### src/rtl/mzbpt_ram.sv
// generic single write, single read port ram with registered read data
`timescale 1ns / 1ps
`default_nettype none

module mzbpt_ram #(
  parameter int WIDTH = 8,
  parameter int DEPTH = 16
) (
  input  wire logic                                      clk_i,
  input  wire logic                                      we_i,
  input  wire logic [((DEPTH > 1) ? $clog2(DEPTH) : 1)-1:0] waddr_i,
  input  wire logic [WIDTH-1:0]                          wdata_i,
  input  wire logic [((DEPTH > 1) ? $clog2(DEPTH) : 1)-1:0] raddr_i,
  output logic      [WIDTH-1:0]                          rdata_o
);

  logic [WIDTH-1:0] mem_q [DEPTH];
  logic [WIDTH-1:0] rdata_q;

  always_ff @(posedge clk_i) begin
    if (we_i) begin
      mem_q[waddr_i] <= wdata_i;
    end
    rdata_q <= mem_q[raddr_i];
  end

  assign rdata_o = rdata_q;

endmodule

`default_nettype wire

### config.mk
export PLATFORM = sky130hd
export DESIGN_NAME = mzbpt_ram
export DESIGN_NICKNAME = d
export VERILOG_FILES = /design/src/rtl/mzbpt_ram.sv
export SDC_FILE = /design/constraint.sdc
export NUM_CORES = 1
export LEC_CHECK = 0
export BUFFER_PORTS_ARGS = -buffer_cell sky130_fd_sc_hd__clkbuf_2
export CORE_MARGIN = 5
export CORE_UTILIZATION = 37
export CTS_BUF_LIST = sky130_fd_sc_hd__clkbuf_16
export CTS_CLUSTER_DIAMETER = 60
export DETAILED_ROUTE_END_ITERATION = 8
export GPL_ROUTABILITY_DRIVEN = 0
export SLEW_MARGIN = 40
export SYNTH_ARGS = -nofsm -noshare
export SYNTH_HDL_FRONTEND = slang
export SYNTH_SLANG_ARGS = --single-unit
### constraint.sdc
create_clock -name clk_i -period 3.75 [get_ports clk_i]
set_clock_uncertainty 0.2 [all_clocks]
set_input_delay 0.75 -clock clk_i [delete_from_list [all_inputs] [get_ports clk_i]]
set_output_delay 0.75 -clock clk_i [all_outputs]
set_load 0.02 [all_outputs]
Word-level counts from Yosys, hierarchy flattened
Memory sizes are Yosys's and may differ from the RTL's. A register that Yosys moved wholly into a read port is not among the register bits. Cells that the tools add are included. W data, S select, Z words.

Bits in registers: 0. Memory bits (writable): 128. Logic and storage cells: 3. Memories: 1.

Memory list: mem_q (depth 16, bits a word 8, read ports 1, clocked after memory_dff 1, write ports 1, RTL line 17) `logic [WIDTH-1:0] mem_q [DEPTH];`.

Mux-type cells: 2.

Operator list (count): $mux W1 (2).

Longest topological paths before layout
Word-level depth: 2. Mapped depth: 5. Mapped depth without buffers: 3.

Worst setup path after synthesis
OpenSTA, ideal clock, no wires.

Path type: input to register. Start: input waddr_i[2] in the netlist's numbering. End: memory mem_q[0][0] (enable). Setup time: 383 ps. Data arrival time: 1860 ps. Setup slack: 1307 ps. Cell stages on the path: 2. Path buffers: 0. Cell sequence: or3b_2 -> nor3_1.

RTL lines: start, declared (RTL line 11) `input wire logic [((DEPTH > 1) ? $clog2(DEPTH) : 1)-1:0] waddr_i,`; end, declared (RTL line 17).

Straight into the memory's write port.

Final worst setup path
Start: input waddr_i[2] in the netlist's numbering. End: memory mem_q[1][0] (enable).

Straight into the memory's write port.

==> flow_summary.json <==
{
  "status": "finished clean",
  "clkTransAtPathRegs_ns": 0.05,
  "drtPass1Iterations": 4,
  "required_ns": 3.58,
  "r2r_start": "mem_q[1][3]",
  "cts_sinks": 136,
  "cts_root_buf": "clkbuf_16",
  "synth.avg_cell_area_um2": 22.48,
  "p_comb_frac": 0.051,
  "grt_max_degree": 33,
  "cts-htree-levels": 4,
  "area_growth_syn_to_layout_pct": 16.36,
  "drc_errors": 0,
  "critPathMaxStageDelay_ns": 0.57,
  "clkPwrFrac": 0.417,
  "hold_buffers": 0,
  "min_from": "mem_q[4][2]",
  "grt_usage": 0.1296,
  "antenna_found_initial": 0,
  "finalInstanceArea_mm2": 0.005989,
  "setup_tns_ns": 0,
  "critPathKind": "primary input to flip-flop",
  "hold_ws_ns": 0.4645,
  "grt_setup_unrepaired": "false",
  "ys_ff_latch": 136,
  "grt_pass1_wl_um": 15050,
  "io_pins": 26,
  "crit_buf_inv": 1,
  "cts_tree": "built",
  "wl_per_cell_um": 21.17,
  "drt_iter0_drc": 145,
  "clock_path_buffers": 2,
  "grt_pass1_vias": 2554,
  "cts_resized": 0,
  "fillers": 1218,
  "ant_nets": 0,
  "max_cap_viol_count": 0,
  "finalMaxSlewViolations": 0,
  "crit_chain": "clkbuf_2, or3b_2, nor2_1",
  "ys_warn_count": 0,
  "io_buffers": 25,
  "final_common_cell": "edfxtp_1",
  "worst_slew_margin_rel": 0.4516,
  "vias": 2330,
  "drive_gt1_frac": 0.2943,
  "seq_area_frac_synth": 0.7778,
  "finalCritPeriodShare": 0.5619,
  "layout_common_cells": "edfxtp_1, clkbuf_2, mux4_2, clkbuf_16, a22oi_1",
  "cp_max_fo": 8,
  "grt_overflow": 0,
  "worstPathArrival_ns": 1.93,
  "num_rows": 43,
  "place_hpwl_um": 6141,
  "post-cts-setup-buffers": 0,
  "crit_slowest_cell": "nor2_1",
  "hold_path.class": "flip-flop to flip-flop",
  "period_minus_slack_ns": 2.107,
  "p_sw_mw": 0.6465,
  "r2r-end": "rdata_o[3]",
  "synth_area_mm2": 0.005147,
  "cts_inserted_buffers": 17,
  "vdd_drop_max_mv": 0.3531,
  "setup_ws_ns": 1.643,
  "syn_inst": 229,
  "hold_viol_final": 0,
  "min_path_cells": 3,
  "diodes": 0,
  "final-setup-viol-count": 0,
  "placed_area_mm2": 0.005514,
  "worst-r2r-cell-count": 3,
  "swShare": 0.2009,
  "p_leak_nw": 2.000,
  "clock.fmax_ghz": 0.4745,
  "utilization": 0.4349,
  "instances_no_fill": 462,
  "drt-total-wl_um": 9780,
  "fp.dieW_um": 128.0,
  "worst_pin_slew_ns": 0.8209,
  "die_h_um": 128.0,
  "routed_via_density": 5.043,
  "internal_power_mw": 2.572,
  "power_mw": 3.218,
  "endpoint_kind": "flip-flop",
  "synth_fp_nets": 247,
  "pwr-share-seq": 0.532,
  "holdPathEnd": "rdata_o[2]",
  "dp.cells": 433,
  "reg2reg_slack_ns": 2.21,
  "nets": 290,
  "p_per_area_mw_per_mm2": 537.3,
  "crit_family": "simple AND/OR/NAND/NOR gates",
  "core-area_mm2": 0.01377,
  "startpoint_type": "primary input",
  "start_util": 0.3737,
  "synth_cell_types": 19,
  "pre_cts_slack_ns": 1.231,
  "die_area_mm2": 0.01637,
  "insertion_delay_ns": 0.40
}
==> worst max path at each step <==
stage / startpoint / to / depth (start not counted)
6_report: waddr_i[2] / mem_q[1][0] / 3
5_1_grt: waddr_i[2] / mem_q[1][4] / 3
4_1_cts: waddr_i[2] / mem_q[1][0] / 3
3_5_place_dp: waddr_i[2] / mem_q[1][3] / 3
3_3_place_gp: waddr_i[3] / mem_q[6][3] / 3
2_1_floorplan: waddr_i[2] / mem_q[0][0] / 2
==> routing by layer <==
layer / vias up / GRT usage / part of all wire
li1: 1054 / - / -
met1: 1188 / 0.1729 / 0.42
met2: 86 / 0.2021 / 0.49
met3: 2 / 0.04208 / 0.086
met4: 0 / 0.04307 / 0.0041
met5: - / 0 / 0
==> power groups by stage <==
stage / clock network [mW] / registers, mW / logic, mW
after floorplan: 0 / 1.75 / 0.0863
after global placement: 0 / 1.74 / 0.163
after detailed placement: 0 / 1.74 / 0.169
after CTS: 1.37 / 1.71 / 0.169
after global routing: 1.45 / 1.71 / 0.179
final: 1.34 / 1.71 / 0.164
==> area by class of cell <==
class                   instances  area, um^2  area share
repair buffers                 34       205.2     0.03426
clock buffers                  17       425.4     0.07103
well taps                     180       225.2     0.03760
multi-input cells              83        1080      0.1803
clock inverters                12       50.05    0.008356
flip-flops and latches        136        4004      0.6685
==> tightest hold or removal path: stages, from the launching register on <==
cell,delay (ns)
edfxtp_1,0.31
mux4_1,0.21
a22oi_1,0.06
nand2_1,0.06
==> flip-flops by register name, indices dropped and copies added, names as in the netlist <==
register / cells
rdata_o: 8
mem_q: 128
==> cell families after synthesis <==
kind of cell           count (synthesis)  share of synthesized area
buffers and inverters                 10                    0.01677
muxes                                 32                     0.1502
AOI/OAI and AO/OA                     16                    0.02334
and+or+nand+nor                       35                    0.03184
DFF                                  136                     0.7778
==> cell usage after synthesis <==
cell type	count	area, um^2
clkdlybuf4s25_2	3	30.03
nand2b_1	2	12.51
edfxtp_1	128	3844
nor2_1	13	48.80
nor3_1	4	20.02
nand3b_1	2	15.01
nand3_1	1	5.000
buf_2	3	15.01
and2_1	1	6.260
nor2b_1	1	6.260
nand2_1	9	33.78
and2b_1	1	7.510
buf_6	3	33.78
dfxtp_1	8	160.2
a22oi_1	16	120.1
mux4_1	14	367.9
mux4_2	18	405.4
buf_4	1	7.510
or3b_2	1	8.760
(Power assumes the default switching activity.)
