[src/rtl/mzbpt_pkg.sv]
// shared widths, codes and table entry type of the binned peak table
`timescale 1ns / 1ps
`default_nettype none

package mzbpt_pkg;

  // field widths
  localparam int MZ_W   = 22;
  localparam int INT_W  = 32;
  localparam int TOL_W  = 16;
  localparam int CNT_W  = 16;
  localparam int SUM_W  = 48;
  localparam int OPND_W = MZ_W + 1;  // mz + tol needs one more bit

  localparam logic [CNT_W-1:0] CNT_MAX = '1;
  localparam logic [SUM_W-1:0] SUM_MAX = '1;

  // request opcodes
  typedef enum logic [1:0] {
    OP_INSERT = 2'd0,
    OP_QUERY  = 2'd1,
    OP_CLEAR  = 2'd2
  } op_e;

  // one bin of the table
  typedef struct packed {
    logic             valid;
    logic [MZ_W-1:0]  mz;
    logic [INT_W-1:0] inten;
  } entry_t;

  localparam int ENTRY_W = $bits(entry_t);

endpackage

`default_nettype wire

[src/rtl/mzbpt_binidx.sv]
// shared bin index unit: scale m/z to a bin, optional round half up, clamp to the table
`timescale 1ns / 1ps
`default_nettype none

module mzbpt_binidx #(
  parameter int BINS_PER_MZ = 4,
  parameter int FRAC_BITS   = 10,
  parameter int DEPTH       = 16384
) (
  input  wire logic                                      clk_i,
  input  wire logic [mzbpt_pkg::OPND_W-1:0]              operand_i,
  input  wire logic                                      round_i,
  output logic      [((DEPTH > 1) ? $clog2(DEPTH) : 1)-1:0] bin_o,
  output logic                                           over_o
);

  localparam int AW    = (DEPTH > 1) ? $clog2(DEPTH) : 1;
  localparam int BPM_W = $clog2(BINS_PER_MZ + 1);
  localparam int PRD_W = mzbpt_pkg::OPND_W + BPM_W + 1;
  localparam int CMP_W = (PRD_W > AW + 1) ? PRD_W : AW + 1;

  localparam logic [PRD_W-1:0] HALF_C  = PRD_W'(1) << (FRAC_BITS - 1);
  localparam logic [PRD_W-1:0] BPM_C   = PRD_W'(BINS_PER_MZ);
  localparam logic [CMP_W-1:0] DEPTH_C = CMP_W'(DEPTH);
  localparam logic [AW-1:0]    LAST_C  = AW'(DEPTH - 1);

  logic [PRD_W-1:0] prod;
  logic [PRD_W-1:0] rounded;
  logic [CMP_W-1:0] bin_wide;
  logic             over;
  logic [AW-1:0]    bin_q;
  logic             over_q;

  always_comb begin
    prod     = PRD_W'(operand_i) * BPM_C;
    rounded  = prod + (round_i ? HALF_C : '0);
    bin_wide = CMP_W'(rounded >> FRAC_BITS);
    over     = (bin_wide >= DEPTH_C);
  end

  always_ff @(posedge clk_i) begin
    bin_q  <= over ? LAST_C : bin_wide[AW-1:0];
    over_q <= over;
  end

  assign bin_o  = bin_q;
  assign over_o = over_q;

endmodule

`default_nettype wire

[config.mk]
export PLATFORM = sky130hd
export DESIGN_NAME = mzbpt_binidx
export DESIGN_NICKNAME = d
export VERILOG_FILES = /design/src/rtl/mzbpt_pkg.sv /design/src/rtl/mzbpt_binidx.sv
export SDC_FILE = /design/constraint.sdc
export NUM_CORES = 1
export LEC_CHECK = 0
export BUFFER_PORTS_ARGS = -buffer_cell sky130_fd_sc_hd__buf_2
export CAP_MARGIN = 20
export CORE_MARGIN = 1
export CORE_UTILIZATION = 41
export DETAILED_ROUTE_END_ITERATION = 10
export GPL_ROUTABILITY_DRIVEN = 1
export PLACE_DENSITY = 0.76
export SYNTH_ARGS = -nofsm -noshare
export SYNTH_HDL_FRONTEND = slang
export SYNTH_SLANG_ARGS = --single-unit
[constraint.sdc]
create_clock -name clk_i -period 1.73 [get_ports clk_i]
set_input_delay 0.173 -clock clk_i [delete_from_list [all_inputs] [get_ports clk_i]]
set_output_delay 0.173 -clock clk_i [all_outputs]
set_load 0.01 [all_outputs]
# [After elaboration in Yosys (flattened, before gate mapping)]
# Cells that the tools add are included.
[word_totals] inputBits=25 register_bits=15
[classes] n_lt_le_gt_ge=1 n_addsub=1 n_mux=1
[ops] op="$add 25x10->26" count=1
[ops] op="$ge 16x15->1 const B" count=1
[ops] op="$mux 10" count=1

# [Longest topological paths before layout]
[logic_depth] depth_word=3 ltp_mapped=7 ltp_nobuf=6

# [Worst setup path before layout]
# OpenSTA, ideal clock, no wires.
[synth_timing] kind="input to register" startpoint="in round_i" endpoint="reg bin_q[0], in the netlist bin_o[0]" required_ns=1.611 n_path_buf=0 t_arrival_ns=1.205 setup_ns=0.119 slack_ns=0.406 cell_stages=6 path_cell_list="and2_1 > ha_1 > nand3_1 > o21ai_0 > mux2i_1 > or2b_1"
[synth_via] elab_chain_len=3
[synth_rtl] item="start, declared" line_no="mzbpt_binidx.sv:12" source="input wire logic round_i,"
[synth_rtl] item="$mux 10 *" line_no="mzbpt_binidx.sv:36" source="rounded = prod + (round_i ? HALF_C : '0);"
[synth_rtl] item="$add 25x10->26 *" line_no="mzbpt_binidx.sv:36"
[synth_rtl] item="$ge 16x15->1" line_no="mzbpt_binidx.sv:38" source="over = (bin_wide >= DEPTH_C);"
[synth_rtl] item="end signal, assigned" line_no="mzbpt_binidx.sv:42" source="bin_q <= over ? LAST_C : bin_wide[AW-1:0];"
[synth_rtl] item="end, declared" line_no="mzbpt_binidx.sv:31" source="logic [AW-1:0] bin_q;"
# Every way passes the cells marked *; elsewhere a longest branch is shown, timed or not.
# A chain may end at the register's enable or synchronous reset.

# [Worst setup path after layout]
# Same ends and word-level chain as after synthesis.

==> key figures <==
Run status
  • Status: completed

Worst setup path
  • Buffers & Inverters on Critical Path: 2
  • Worst-path cell chain: buf_2 > and2_1 > ha_1 > nand3_1 > o21ai_0 > mux2i_1 > buf_4 > or2b_1
  • CP Depth: 8
  • Critical Path Start Type: primary input
  • Worst path top cell family by delay: simple AND/OR/NAND/NOR gates
  • Worst EP required: 1.90 ns
  • Arrival time worst endpoint: 1.46 ns
  • Worst Setup SP: round_i
  • Max FO, Critical Path: 13
  • Slowest stage delay, CP: 0.23 ns
  • Setup Crit Path Kind: in -> reg
  • Worst setup EP type: flop
  • Critical path's slowest cell: or2b_1

Timing
  • Slew margin rel.: 0.821
  • Worst setup margin: 0.443 ns
  • Final period util: 0.744
  • Worst slew pin tran: 0.266 ns
  • Fin Hold WS: 0.147 ns
  • Min Tclk post-route: 1.29 ns
  • RSZ-0062 raised after global routing: no
  • Fmax: 777 MHz
  • Final setup vio count: 0
  • Slew Viols, Final: 0
  • TNS Setup: 0 ns
  • Hold Violations, Final: 0

Floorplanning
  • Die height: 43.1 um
  • Starting density of the core: 0.450
  • Cell row count: 14
  • DIE AREA: 1860 um2
  • Io pins: 40
  • Core Area: 1540 um2
  • Die Span X: 43.1 um

Clock network
  • CTS Root Cell: clkbuf_4
  • Reg clk slew, reported paths: 0.08 ns
  • Sink Count: 15
  • CTS tree: built
  • Post-CTS Setup Inserts: 0
  • Total CTS buffers: 3
  • Post-cts resize count: 0
  • H-tree Lvls: 1
  • CTS Buffer Depth: 2
  • Hold Buf Count CTS: 0

Routing
  • Drt wl/cell: 10.8 um
  • Vias: 662
  • Iter 0 DRT Violations: 19
  • Routed vias/inst: 5.17
  • Final ANT Viol Nets: 0
  • Drt pass-1 iters: 4
  • Total Wirelength: 1380 um
  • DRC: 0

Worst hold path
  • WHS Path Cells: 3
  • Hold EP: bin_o[9]
  • Hold path startpoint: operand_i[17]
  • Class of the worst hold path: in -> reg

Placed design
  • DP Cell Count: 124
  • Final HPWL DP: 1120 um
  • DP Area: 870 um2
  • IO Port Bufs: 32
  • Final GP Congestion: 0.902
  • Placement Setup Slack: 0.157 ns

Final layout
  • Antenna cells: 0
  • Post-route cell area: 896 um2
  • P&R area growth vs syn: 29.2%
  • Share of layout cells above drive strength 1: 0.348
  • Seq. cell area: 300 um2
  • Multi-input gate area: 378 um2
  • Filler cells: 135
  • Fin util: 0.581
  • # nets final: 139
  • Non-Filler Instances: 128

Yosys
  • Register area share after synthesis: 0.433
  • Synth top area share: 0.433
  • Post-Syn Area: 693 um2
  • Synth unique cells: 25
  • Yosys Warn Count: 0
  • Top cells by area, synth: dfxtp_1 43%, nand4_1 6.3%, xnor2_1 6.3%
  • Syn Area/Cell: 9.12 um2
  • Synth Instances: 76
  • Post-synth net total: 102
  • Cell taking the most area after synthesis: dfxtp_1
  • Yosys reg bits: 15

Global routing
  • GRT Util Overall: 0.163
  • Initial antenna violation count: 0
  • Vias in the first global route: 551
  • Largest net degree at the start of global routing: 14
  • Total gr overflow: 0
  • First-pass GRT wire length: 2220 um

Flow run
  • Max Cap Violations: 0

Power and ir drop
  • Final Power: 672 uW
  • Pwr Density: 750 nW/um2
  • Worst VDD drop: 390 uV
  • Lkg Pwr: 0.381 nW
## worst min-delay path: stages
cell and delay (ns):
buf_2 0.10, xnor2_1 0.07, nand2_1 0.05
## area by class of cell
| class | count | share of cell area |
|---|---|---|
| Timing Repair Buffer | 33 | 0.187 |
| Tap cell | 16 | 0.0223 |
| Multi-Input combinational cell | 59 | 0.422 |
| Sequential cell | 15 | 0.335 |
| Clock buffer | 4 | 0.0293 |
| Inverter | 1 | 0.00419 |
## cells in the mapped netlist
cell and n:
nand2_1 11, or2b_1 1, nor2_1 2, or3_2 1
a311oi_1 1, nor4_2 1, and2_1 1, nand4_1 7
ha_1 1, buf_6 1, xor2_1 5, inv_1 1
dfxtp_1 15, and3_2 1, mux2i_1 1, o21ai_0 3
xnor2_1 5, nor3_1 2, and3_1 2, a22oi_1 1
or3_1 1, a21o_1 2, and4_1 2, nand3_1 7
a31oi_1 1
## worst max-delay path by stage
stage	end	slack [ns]
6_report	bin_o[0]	0.44
5_1_grt	bin_o[0]	0.36
4_1_cts	bin_o[0]	0.44
3_5_place_dp	bin_o[0]	0.16
3_3_place_gp	bin_o[0]	0.17
2_1_floorplan	bin_o[0]	0.41
## state kept, by name (all words and copies together), names as in the netlist
register and count:
over_o 1, bin_o 14
## power by group
group	leakage (nW)	switching, mW	internal [mW]
Sequential	0.125	0.00390	0.365
Combinational	0.241	0.0624	0.0501
Clock	0.0150	0.101	0.0893
## metal layers
layer,global-route usage,vias to the layer above,part of all wire
li1,-,349,-
met1,0.177,278,0.43
met2,0.272,30,0.48
met3,0.0383,5,0.065
met4,0.115,0,0.026
met5,0,-,0
## logic make-up after synthesis
family / share of synthesized area
compound gates: 0.0758
xor+xnor: 0.126
fa+ha+maj: 0.0180
buf+inv: 0.0217
flops: 0.433
mux: 0.0144
simple gates: 0.310
## cells in the final DEF (no fill, tap or decap)
cell / netlist / layout
a21o_1: 2 / 2
a22oi_1: 1 / 1
a311oi_1: 1 / 1
a31oi_1: 1 / 1
and2_1: 1 / 1
and3_1: 2 / 2
and3_2: 1 / 1
and4_1: 2 / 2
buf_2: 0 / 32
buf_4: 0 / 1
clkbuf_1: 0 / 1
clkbuf_4: 0 / 3
dfxtp_1: 15 / 15
ha_1: 1 / 1
inv_1: 1 / 1
mux2i_1: 1 / 1
nand2_1: 11 / 11
nand3_1: 7 / 7
nand4_1: 7 / 7
nor2_1: 2 / 2
nor3_1: 2 / 2
nor4_2: 1 / 1
o21ai_0: 3 / 3
or2b_1: 1 / 1
or3_1: 1 / 1
or3_2: 1 / 1
xnor2_1: 5 / 5
xor2_1: 5 / 5
No activity file was read; power rests on OpenSTA's default activity.
